===== config.mk =====
export PLATFORM = sky130hd
export DESIGN_NAME = html_entity_encoder
export DESIGN_NICKNAME = d
export VERILOG_FILES = /design/src/sv/hee_pkg.sv /design/src/sv/hee_expand.sv /design/src/sv/hee_serial.sv /design/src/sv/html_entity_encoder.sv
export SDC_FILE = /design/constraint.sdc
export NUM_CORES = 1
export LEC_CHECK = 0
export ABC_CLOCK_PERIOD_IN_PS = 6400
export BUFFER_PORTS_ARGS = -buffer_cell sky130_fd_sc_hd__buf_2
export CAP_MARGIN = 20
export CORE_MARGIN = 1
export CORE_UTILIZATION = 40
export DETAILED_ROUTE_END_ITERATION = 10
export HOLD_SLACK_MARGIN = 0.15
export MAX_ROUTING_LAYER = met4
export SYNTH_ARGS = -nofsm -noshare
export SYNTH_HDL_FRONTEND = slang
export SYNTH_SLANG_ARGS = --single-unit

===== constraint.sdc =====
create_clock -name clk -period 6.4 [get_ports clk]
set_input_delay 0.64 -clock clk [delete_from_list [all_inputs] [get_ports clk]]
set_output_delay 0.64 -clock clk [all_outputs]
set_load 0.05 [all_outputs]

===== src/sv/hee_pkg.sv =====
`timescale 1ns / 1ps

package hee_pkg;

	// longest escaped form, in characters
	localparam int MAX_CHARS = 6;
	localparam int POS_W     = $clog2(MAX_CHARS);

	typedef logic [7:0]       char_t;
	typedef logic [POS_W-1:0] pos_t;

	// characters that take part in escaping
	localparam char_t CH_TAB   = 8'h09;
	localparam char_t CH_LF    = 8'h0a;
	localparam char_t CH_DQUOT = 8'h22;
	localparam char_t CH_HASH  = 8'h23;
	localparam char_t CH_AMP   = 8'h26;
	localparam char_t CH_APOS  = 8'h27;
	localparam char_t CH_SEMI  = 8'h3b;
	localparam char_t CH_LT    = 8'h3c;
	localparam char_t CH_GT    = 8'h3e;
	localparam char_t CH_ZERO  = 8'h30;

	// one escaped run: chars[0] goes out first, len is 1 to MAX_CHARS
	typedef struct packed {
		char_t [MAX_CHARS-1:0] chars;
		pos_t                  len;
	} run_t;

endpackage


===== src/sv/hee_expand.sv =====
`timescale 1ns / 1ps

module hee_expand (
	input  hee_pkg::char_t text_byte,
	input  logic           keep_non_ascii,
	output hee_pkg::run_t  run
);

	logic [1:0]     hund;
	logic [7:0]     hund_val;
	logic [6:0]     rem;
	logic [14:0]    tens_prod;
	logic [3:0]     tens;
	logic [6:0]     tens_x10;
	logic [3:0]     ones;
	hee_pkg::char_t ch_h;
	hee_pkg::char_t ch_t;
	hee_pkg::char_t ch_o;
	logic           numeric;

	// decimal digits of the byte
	always_comb begin
		if (text_byte >= 8'd200) begin
			hund     = 2'd2;
			hund_val = 8'd200;
		end else if (text_byte >= 8'd100) begin
			hund     = 2'd1;
			hund_val = 8'd100;
		end else begin
			hund     = 2'd0;
			hund_val = 8'd0;
		end
		rem       = 7'(text_byte - hund_val);
		// rem / 10 through the reciprocal 205 / 2048, exact below 100
		tens_prod = 15'({8'd0, rem} * 15'd205);
		tens      = tens_prod[14:11];
		tens_x10  = 7'({tens, 3'b000}) + 7'({tens, 1'b0});
		ones      = 4'(rem - tens_x10);
		ch_h      = hee_pkg::CH_ZERO + {6'd0, hund};
		ch_t      = hee_pkg::CH_ZERO + {4'd0, tens};
		ch_o      = hee_pkg::CH_ZERO + {4'd0, ones};
	end

	always_comb begin
		run       = '0;
		run.len   = hee_pkg::pos_t'(1);
		run.chars[0] = text_byte;
		numeric   = 1'b0;
		case (text_byte)
			hee_pkg::CH_AMP: begin
				run.chars[0] = hee_pkg::CH_AMP;
				run.chars[1] = 8'h61;
				run.chars[2] = 8'h6d;
				run.chars[3] = 8'h70;
				run.chars[4] = hee_pkg::CH_SEMI;
				run.len      = hee_pkg::pos_t'(5);
			end
			hee_pkg::CH_LT: begin
				run.chars[0] = hee_pkg::CH_AMP;
				run.chars[1] = 8'h6c;
				run.chars[2] = 8'h74;
				run.chars[3] = hee_pkg::CH_SEMI;
				run.len      = hee_pkg::pos_t'(4);
			end
			hee_pkg::CH_GT: begin
				run.chars[0] = hee_pkg::CH_AMP;
				run.chars[1] = 8'h67;
				run.chars[2] = 8'h74;
				run.chars[3] = hee_pkg::CH_SEMI;
				run.len      = hee_pkg::pos_t'(4);
			end
			hee_pkg::CH_DQUOT: begin
				run.chars[0] = hee_pkg::CH_AMP;
				run.chars[1] = 8'h71;
				run.chars[2] = 8'h75;
				run.chars[3] = 8'h6f;
				run.chars[4] = 8'h74;
				run.chars[5] = hee_pkg::CH_SEMI;
				run.len      = hee_pkg::pos_t'(6);
			end
			hee_pkg::CH_APOS: begin
				run.chars[0] = hee_pkg::CH_AMP;
				run.chars[1] = 8'h61;
				run.chars[2] = 8'h70;
				run.chars[3] = 8'h6f;
				run.chars[4] = 8'h73;
				run.chars[5] = hee_pkg::CH_SEMI;
				run.len      = hee_pkg::pos_t'(6);
			end
			hee_pkg::CH_TAB, hee_pkg::CH_LF: begin
				run.chars[0] = text_byte;
			end
			default: begin
				if (text_byte inside {[8'h00:8'h1f]}) begin
					numeric = 1'b1;
				end else if (text_byte inside {[8'h80:8'hff]}) begin
					numeric = !keep_non_ascii;
				end
			end
		endcase

		if (numeric) begin
			run.chars[0] = hee_pkg::CH_AMP;
			run.chars[1] = hee_pkg::CH_HASH;
			if (hund != 2'd0) begin
				run.chars[2] = ch_h;
				run.chars[3] = ch_t;
				run.chars[4] = ch_o;
				run.chars[5] = hee_pkg::CH_SEMI;
				run.len      = hee_pkg::pos_t'(6);
			end else if (tens != 4'd0) begin
				run.chars[2] = ch_t;
				run.chars[3] = ch_o;
				run.chars[4] = hee_pkg::CH_SEMI;
				run.len      = hee_pkg::pos_t'(5);
			end else begin
				run.chars[2] = ch_o;
				run.chars[3] = hee_pkg::CH_SEMI;
				run.len      = hee_pkg::pos_t'(4);
			end
		end
	end

endmodule


===== src/sv/hee_serial.sv =====
`timescale 1ns / 1ps

module hee_serial (
	input  logic           clk,
	input  logic           arst_n,
	input  logic           load_valid,
	input  hee_pkg::run_t  load_run,
	input  logic           load_final,
	output logic           load_take,
	output logic           out_valid,
	input  logic           out_stall,
	output hee_pkg::char_t out_char,
	output logic           run_last,
	output logic           text_done
);

	hee_pkg::run_t run_s2;
	logic          final_s2;
	logic          valid_s2;
	hee_pkg::pos_t pos_q;
	logic          last;
	logic          out_fire;

	assign last      = (pos_q == run_s2.len - hee_pkg::pos_t'(1));
	assign out_fire  = valid_s2 && !out_stall;
	// buffer frees on the final character of its run
	assign load_take = !valid_s2 || (out_fire && last);

	always_ff @(posedge clk or negedge arst_n) begin
		if (!arst_n) begin
			valid_s2 <= 1'b0;
			pos_q    <= '0;
		end else begin
			if (load_take) begin
				valid_s2 <= load_valid;
				pos_q    <= '0;
			end else if (out_fire) begin
				pos_q <= pos_q + hee_pkg::pos_t'(1);
			end
		end
	end

	always_ff @(posedge clk) begin
		if (load_take && load_valid) begin
			run_s2   <= load_run;
			final_s2 <= load_final;
		end
	end

	assign out_valid = valid_s2;
	assign out_char  = run_s2.chars[pos_q];
	assign run_last  = last;
	assign text_done = last && final_s2;

endmodule


===== src/sv/html_entity_encoder.sv =====
`timescale 1ns / 1ps

// channel   direction  handshake           payload
// in        to block   in_valid/in_stall    text_byte, final_byte
// out       from block out_valid/out_stall  out_char, run_last, text_done
// cfg       to block   cfg_we               cfg_wdata (keep_non_ascii)
//
// a byte leaves as its escaped form of 1 to 6 characters,
// sent by the output buffer one character per cycle while out_stall is low
// a request is held in the input register, then the output buffer
// the input register takes the next request while a run is still draining
// arst_n clears the valid flags and keep_non_ascii, no clearing pass
// out_stall holds the current character and fills the input register

module html_entity_encoder (
	input  logic           clk,
	input  logic           arst_n,
	input  logic           cfg_we,
	input  logic           cfg_wdata,
	input  logic           in_valid,
	output logic           in_stall,
	input  hee_pkg::char_t text_byte,
	input  logic           final_byte,
	output logic           out_valid,
	input  logic           out_stall,
	output hee_pkg::char_t out_char,
	output logic           run_last,
	output logic           text_done
);

	// mode register
	logic keep_non_ascii_q;

	// input register
	logic           valid_s1;
	hee_pkg::char_t byte_s1;
	logic           final_s1;

	logic          take;
	logic          in_fire;
	hee_pkg::run_t run;

	always_ff @(posedge clk or negedge arst_n) begin
		if (!arst_n) begin
			keep_non_ascii_q <= 1'b0;
		end else if (cfg_we) begin
			keep_non_ascii_q <= cfg_wdata;
		end
	end

	// stall only while a request sits here and the buffer is still busy
	assign in_stall = valid_s1 && !take;
	assign in_fire  = in_valid && !in_stall;

	always_ff @(posedge clk or negedge arst_n) begin
		if (!arst_n) begin
			valid_s1 <= 1'b0;
		end else if (in_fire) begin
			valid_s1 <= 1'b1;
		end else if (take) begin
			valid_s1 <= 1'b0;
		end
	end

	always_ff @(posedge clk) begin
		if (in_fire) begin
			byte_s1  <= text_byte;
			final_s1 <= final_byte;
		end
	end

	// escape lookup between the input register and the output buffer
	hee_expand u_expand (
		.text_byte      (byte_s1),
		.keep_non_ascii (keep_non_ascii_q),
		.run            (run)
	);

	// output buffer, one character per cycle while out_stall is low
	hee_serial u_serial (
		.clk        (clk),
		.arst_n     (arst_n),
		.load_valid (valid_s1),
		.load_run   (run),
		.load_final (final_s1),
		.load_take  (take),
		.out_valid  (out_valid),
		.out_stall  (out_stall),
		.out_char   (out_char),
		.run_last   (run_last),
		.text_done  (text_done)
	);

endmodule


# After elaboration in Yosys (flattened, before gate mapping)
# Cells that the tools add are included.
# classes
add_sub_neg	8
n_mul	1
magnitude_cmp	7
n_eq_ne	8
muxes	25
reduce_logical	23
# op_table
cell	n
$pmux 23 s5	1
$mux 51	1
$eq 8x6->1 const B	5
$bmux 8 s3	1
$mux 24	1
$mux 7	3
$pmux 7 s3	1
$eq 8x4->1 const B	2
$ge 8x8->1 const B	2
$mux 16	1
$mux 8	2
$mul 7x8->15 const B	1
$add 6x4->7 const A	2
$mux 6	2
$mux 3	3
$pmux 3 s3	1
$ge 8x1->1 const B	1
$ge 8x7->1 const B	1
$le 8x5->1 const B	1
$le 8x8->1 const B	1
$logic_and 1x1->1	8
$add 6x2->7 const A	1
$mux 1	7
$reduce_or 7->1	1
other kinds (15)	22
# word_totals
regBits	67
inputBits	15
wordCells	86

# Logic depth before layout (Yosys ltp)
# Gate-level depths: netlist (run 1).
# logic_depth
ltp_word	11
ltp_mapped	29
mapped_depth_nobuf	28

# Cells and area by module
# A second synthesis (run 1) with hierarchy kept.
# hier_totals
cells_unflattened	381
hier_area_um2	4558.1
# modules_own_cells
module	instances	cells_per_inst	area_per_inst_um2	seq_area_each_um2
hee_serial	1	122	2264.7	1661.6
hee_expand	1	243	1928.1	0.0
html_entity_encoder	1	16	365.4	320.3

# Worst setup path after synthesis (run 1)
# Ideal clock, no wire load.
# synth_path
path_type	reg-to-reg
start	register byte_s1[5]
end	register u_serial.run_s2[38] (netlist bit) (data pin)
setup_ns	0.275
arrival_ns	6.366
required_ns	6.125
path_slack_ns	-0.241
stages_incl_launch_ff	28
synth_period_minus_slack_ns	6.641
path_cell_list	edfxtp_1 clkbuf_1 o311ai_0 nand2_1 inv_1 ha_1 inv_1 fa_1 o21a_1 nor2_1 xnor2_1 ha_1 ha_1 fa_1 inv_1 fa_1 inv_1 ha_1 a21oi_1 a211o_1 a32o_1 or4_4 inv_1 ha_1 xnor2_1 xnor2_1 xor2_1 o221ai_1
# synth_lines
item	line_no	text
start, declared	html_entity_encoder.sv:36	hee_pkg::char_t byte_s1;
start signal, assigned	html_entity_encoder.sv:67	byte_s1 <= text_byte;
end signal, assigned	hee_serial.sv:45	run_s2 <= load_run;
end, declared	hee_serial.sv:17	hee_pkg::run_t run_s2;

==> reports/qor.yml, run 1 <==
routing:
  ant_nets: 0
  drt-total-wl_mm: 7.98
  drcViolationCount: 0
  vias: 2698
  routed.top_layer: "met4"
  wirelength_met1_mm: 3.56
  dr_wl_met2_mm: 3.95
  drtPass1Iterations: 5
  drtIter0Drc: 155
  via_per_inst: 5.39
  avgRoutedWirePerCell_um: 15.9
  dr_wl_met3_um: 292
synthesis:
  yosys_warnings: 0
  syn_avg_cell_area_um2: 10.8
  synth_top_area_share_pct: 35.9
  yosysSeqAreaShare_pct: 39.9
  synth.distinct_cells: 60
  syn-cell-area_um2: 3770
  ys.flop_type: "edfxtp_1"
  async_reset_ff_share_pct: 11.8
  synthCells: 349
  ys_seq_elements: 51
  synth_fp_nets: 419
  yosysTopAreaCell: "edfxtp_1"
  synth_edf_count: 45
  synthTopCellsByArea: "edfxtp_1, ha_1, fa_1, dfrtp_1, inv_1"
cells_and_area:
  fill_cells: 851
  final_common_cell: "edfxtp_1"
  area_growth_pct: 17.7
  final_area_um2: 4430
  multiInputGateArea_um2: 2280
  nets: 459
  diodes: 0
  layout-drive-gt1-share_pct: 25.6
  final_cell_mix: "edfxtp_1, ha_1, inv_1"
  register_area_um2: 1500
  finalNonFillerCells: 501
worst_setup_path:
  crit_end: "u_serial.run_s2[38]$_DFFE_PP_"
  cp_max_fo: 4
  critPathKind: "reg -> reg"
  timing.rr.start: "byte_s1[3]$_DFFE_PP_"
  endpoint_kind: "flop"
  reg2reg_to: "u_serial.run_s2[38]$_DFFE_PP_"
  reg2reg_slack_ns: 0.15
  cp.arrival_ns: 6.29
  required_ns: 6.44
  critPathLaunchType: "flop"
  crit_start: "byte_s1[3]$_DFFE_PP_"
  reg2reg_depth: 26
timing:
  finalHoldViolations: 0
  min_period_ns: 6.25
  relSlewSlack_pct: 29.0
  setup_slack_ns: 0.147
  finClkSkew_ns: 0.00991
  worst_slew_pin_slew_ns: 1.07
  period_share_pct: 97.7
  setup_viol: 0
  slew_violations: 0
  fmax_ghz: 0.160
clock_network:
  cts_sinks: 51
  cts_tree: "yes"
  cts-root-buf: "clkbuf_8"
  cts_made_buffers: 5
  htree_levels: 2
  clk-insertion-delay-late_ns: 0.31
  clk_pin_slew_ns: 0.10
  clk_path_buf_depth: 2
global_routing:
  grt_pass1_wl_mm: 12.7
  grt_start_max_net_pins: 36
  track_usage_pct: 17.3
  antenna_found_initial: 0
  gr-total-overflow: 0
  grt_pass1_vias: 2572
die:
  die_w_um: 99.1
  fp.coreArea_um2: 9200
  io_pins: 27
  row_count: 35
  initial_utilization_pct: 41.0
  die_h_um: 99.1
  die_area_um2: 9810
placed_design:
  gp_congestion: 0.897
  dp_cells: 484
  dp.final_hpwl_mm: 6.14
  numPortBuffers: 26
  place_ws_ns: -0.0575
  dpl_cell_area_um2: 4070
run_status:
  status: "complete, no violations"
worst_hold_path:
  hold_class: "reg -> reg"
  min_from: "final_s1$_DFFE_PP_"
job:
  max-cap-violations: 0
[kinds of logic after synthesis]
group	count (synthesis)	synth area share [%]
buffers and inverters	48	4.88
multiplexers	15	5.51
flip-flops	51	39.9
adder cells (fa/ha/maj)	55	20.1
XOR/XNOR	14	3.25
AO/OA/AOI/OAI	66	12.7
AND/OR/NAND/NOR	100	13.7
[registers in the layout, indices dropped and copies added (netlist names)]
| name | cells |
|---|---|
| u_serial.pos_q | 3 |
| u_serial.final_s2 | 1 |
| u_serial.run_s2 | 35 |
| byte_s1 | 8 |
| valid_s1 | 1 |
| final_s1 | 1 |
| keep_non_ascii_q | 1 |
| u_serial.out_valid | 1 |
[through the flow]
stage	hold WS [ns]	util [%]	setup TNS, ns
after global routing	0.473	48.2	-0.194
after global placement	0.419	44.3	0
after detailed placement	0.460	44.3	-0.0727
after floorplan	0.344	-	0
after CTS	0.478	45.7	0
final	0.464	48.2	0
[worst max-delay path, stage by stage, from the launching register on]
cell	delay, ns
edfxtp_1	0.46
o311ai_2	0.33
nand2_1	0.12
inv_2	0.09
ha_4	0.12
inv_2	0.04
fa_2	0.38
o21a_1	0.21
nor2_2	0.15
xnor2_2	0.19
ha_2	0.36
ha_4	0.21
fa_1	0.49
inv_2	0.04
fa_1	0.48
inv_2	0.05
ha_4	0.26
a21oi_2	0.06
a211o_1	0.28
a32o_1	0.27
or4_4	0.53
inv_4	0.08
ha_4	0.15
xnor2_4	0.09
xnor2_2	0.22
xor2_2	0.21
o221ai_2	0.11
[per-layer routing]
layer | vias to the layer above | track usage (%)
met5 | - | -
met4 | 0 | 5.54
met3 | 12 | 2.06
met2 | 69 | 28.4
met1 | 1273 | 22.3
li1 | 1344 | -
[layout make-up]
class	count	share of cell area, %
multi-input combinational	250	51.5
clock buffer	6	1.86
inverter	36	3.10
sequential	51	33.9
tap	111	3.13
timing repair buffer	45	6.21
clock inverter	2	0.367
[worst min-delay path by stage]
stage | end | slack [ns] | cells past startpoint
after floorplan | keep_non_ascii_q$_DFFE_PN0P_ | 0.34 | 0
after global placement | u_serial.final_s2$_DFFE_PP_ | 0.42 | 0
after detailed placement | u_serial.final_s2$_DFFE_PP_ | 0.46 | 0
after CTS | u_serial.final_s2$_DFFE_PP_ | 0.48 | 0
after global routing | u_serial.final_s2$_DFFE_PP_ | 0.47 | 0
final | u_serial.final_s2$_DFFE_PP_ | 0.46 | 0
[repair_timing]
action                     4_1_cts  5_1_grt
hold endpoints to repair         6        0
buffers inserted                 2        6
pin swaps                        1       29
setup endpoints to repair        4        5
gates resized for setup          1       33
hold buffers                     1        0
[cell usage after synthesis (3+ instances only)]
cell type and count:
clkbuf_1 9, mux4_2 4, o22ai_1 5, xor2_1 7, nand3_1 10, nand2b_1 10, fa_1 9, o21a_1 3
nand2_1 25, xnor2_1 7, o21ai_1 3, mux2_2 3, mux2i_1 7, and2_1 9, dfrtp_1 6, a21oi_1 7
and3_1 7, inv_1 35, o21ai_0 17, edfxtp_1 45, nor2_1 24, ha_1 46, a221o_1 3, buf_2 3
Power of run 1 is not shown: default switching activity piles up to over one toggle a cycle in this logic, so the estimate is an artifact.
==> inputs of run 2 (changes only) <==
ABC_CLOCK_PERIOD_IN_PS = 6600   (was 6400)
clock period = 6.6 ns   (was 6.4 ns; I/O delays follow)
==> run 2 against run 1 <==
Effect of this change:
- the flow now finishes with violations (design-rule violations)
- first-iteration DRC count increased by 50%
- worst hold slack got worse by 0.30 ns
- cell area decreased by 3.4%
- sequential cell count unchanged
- final cell count decreased by 1.0%
- critical path type unchanged
- critical endpoint unchanged
- highest routed layer unchanged
==> reports/qor.yml, run 2 (synthesis gave the netlist of run 1 again) <==
clock_network:
  cts_sinks: 51  # unchanged
  clk_path_buf_depth: 2  # unchanged
  clk_pin_slew_ns: 0.09  # about the same
  cts_made_buffers: 5  # unchanged
  cts_hold_buffers: 0  # -1
  cts_tree: "yes"
  clk-insertion-delay-late_ns: 0.30  # about the same
  htree_levels: 2  # unchanged
  cts-root-buf: "clkbuf_8"
global_routing:
  gr-total-overflow: 0  # unchanged
  antenna_found_initial: 0  # unchanged
  grt_pass1_vias: 2444  # -5.0%
  track_usage_pct: 16.3  # -0.96 points
  grt_start_max_net_pins: 36  # unchanged
  grt_pass1_wl_mm: 12.0  # -5.5%
cells_and_area:
  largest_reg_flops: 35  # unchanged
  layout-drive-gt1-share_pct: 19.5  # -6.2 points
  area_growth_pct: 13.6
  nets: 454  # -1.1%
  final_common_cell: "edfxtp_1"
  final_cell_mix: "edfxtp_1, ha_1, inv_1"
  diodes: 0  # unchanged
  final_util_pct: 46.5  # -1.7 points
  top_regs: "u_serial.run_s2: 35 flops, byte_s1: 8 flops, u_serial.pos_q: 3 flops"
  top_register: "u_serial.run_s2"
timing:
  worst_slew_pin_slew_ns: 0.990  # -0.0757 ns
  fin_setup_tns_ns: 0  # unchanged
  finClkSkew_ns: 0.00669  # -0.00322 ns
  period_share_pct: 96.1  # -1.6 points
  setup_slack_ns: 0.255  # +0.108 ns
  fmax_ghz: 0.158  # -1.5%
  slew_violations: 0  # unchanged
  setup_viol: 0  # unchanged
  relSlewSlack_pct: 34.0  # +5.0 points
  finalHoldViolations: 0  # unchanged
  min_period_ns: 6.35  # +0.0924 ns
  fin_hold_ws_ns: 0.168  # -0.296 ns
worst_setup_path:
  reg2reg_to: "u_serial.run_s2[38]$_DFFE_PP_"
  reg2reg_depth: 26  # unchanged
  crit_buf_inv: 3  # -2
  endpoint_kind: "flop"
  timing.rr.start: "byte_s1[4]$_DFFE_PP_"
  required_ns: 6.64  # +0.20 ns
  critPathKind: "reg -> reg"
  cp.arrival_ns: 6.38  # +0.09 ns
  critPathLaunchType: "flop"
  path_delay_family: "adder cells"
  cp_max_fo: 4  # unchanged
  critPathSlowestCell: "fa_1"
  reg2reg_slack_ns: 0.25  # +0.11 ns
  max_stage_delay_ns: 0.63  # +0.10 ns
routing:
  vias: 2689  # -0.33%
  drtIter0Drc: 232  # +50%
  ant_nets: 0  # unchanged
  drt-total-wl_mm: 7.75  # -2.8%
  avgRoutedWirePerCell_um: 15.6  # -1.9%
  via_per_inst: 5.42  # +0.67%
  drcViolationCount: 2  # +2
  drtPass1Iterations: 8  # +3
placed_design:
  dp.final_hpwl_mm: 6.14  # -0.13%
  gp_congestion: 0.858  # -4.4%
  place_ws_ns: 0.0735  # +0.131 ns
  numPortBuffers: 26  # unchanged
worst_hold_path:
  hold_class: "in -> async"
die:
  initial_utilization_pct: 41.0  # unchanged
  row_count: 35  # unchanged
  die_h_um: 99.1  # unchanged
  io_pins: 27  # unchanged
  die_w_um: 99.1  # unchanged
  fp.coreArea_um2: 9200  # unchanged
  die_area_um2: 9810  # unchanged
job:
  max-cap-violations: 0  # unchanged
run_status:
  status: "finished, violations left"
  violations: "design-rule violations"
-- run 2: worst reg2reg max path, delay by kind of cell (launching register included) --
family                     cells  cell delay [ns]
DFF                            1             0.48
AOI/OAI and AO/OA              5             1.14
adders and majority gates      8             2.51
xor gates and xnor gates       4             0.71
buffers and inverters          3             0.27
and+or+nand+nor                6             0.98
-- run 2: per-layer routing --
metal	wire, um	share of wire (%)	track usage [%]	vias to the layer above
met1	3540	46	21.0	1285
li1	-	-	-	1335
met5	0	0	-	-
met2	3820	49	27.0	56
met4	114	1.5	4.64	0
met3	274	3.5	2.20	13
-- run 2: worst max path at each step --
stage / startpoint / to / slack, ns / cells after the start
global route: byte_s1[4]$_DFFE_PP_ / u_serial.run_s2[38]$_DFFE_PP_ / -0.007 / 26
global placement: byte_s1[4]$_DFFE_PP_ / u_serial.run_s2[38]$_DFFE_PP_ / 0.19 / 26
finish: byte_s1[4]$_DFFE_PP_ / u_serial.run_s2[38]$_DFFE_PP_ / 0.25 / 26
CTS: byte_s1[4]$_DFFE_PP_ / u_serial.run_s2[38]$_DFFE_PP_ / 0.05 / 26
detailed placement: byte_s1[4]$_DFFE_PP_ / u_serial.run_s2[38]$_DFFE_PP_ / 0.07 / 26
floorplan: byte_s1[5]$_DFFE_PP_ / u_serial.run_s2[38]$_DFFE_PP_ / 0.16 / 27
-- run 2: layout make-up --
cell class | count | area (um^2)
Inverter | 36 | 135
Clock inverter | 3 | 42.5
Multi-Input combinational cell | 250 | 2160
Clock buffer | 5 | 68.8
Sequential cell | 51 | 1500
Timing Repair Buffer | 40 | 235
Tap cell | 111 | 139
Fill cell | 857 | 4920
-- run 2: repair_timing --
action                     CTS  global route
resized for setup            0            12
setup buffers                0             5
setup endpoints to repair    0             6
-- run 2: through the flow --
| stage | std cells | instance area, um^2 |
|---|---|---|
| 2_1_floorplan | 349 | 3770 |
| 3_3_place_gp | 483 | 4060 |
| 3_5_place_dp | 483 | 4060 |
| 4_1_cts | 491 | 4170 |
| 5_1_grt | 496 | 4280 |
| 6_report | 496 | 4280 |
Power of run 2 is left out for the same reason.
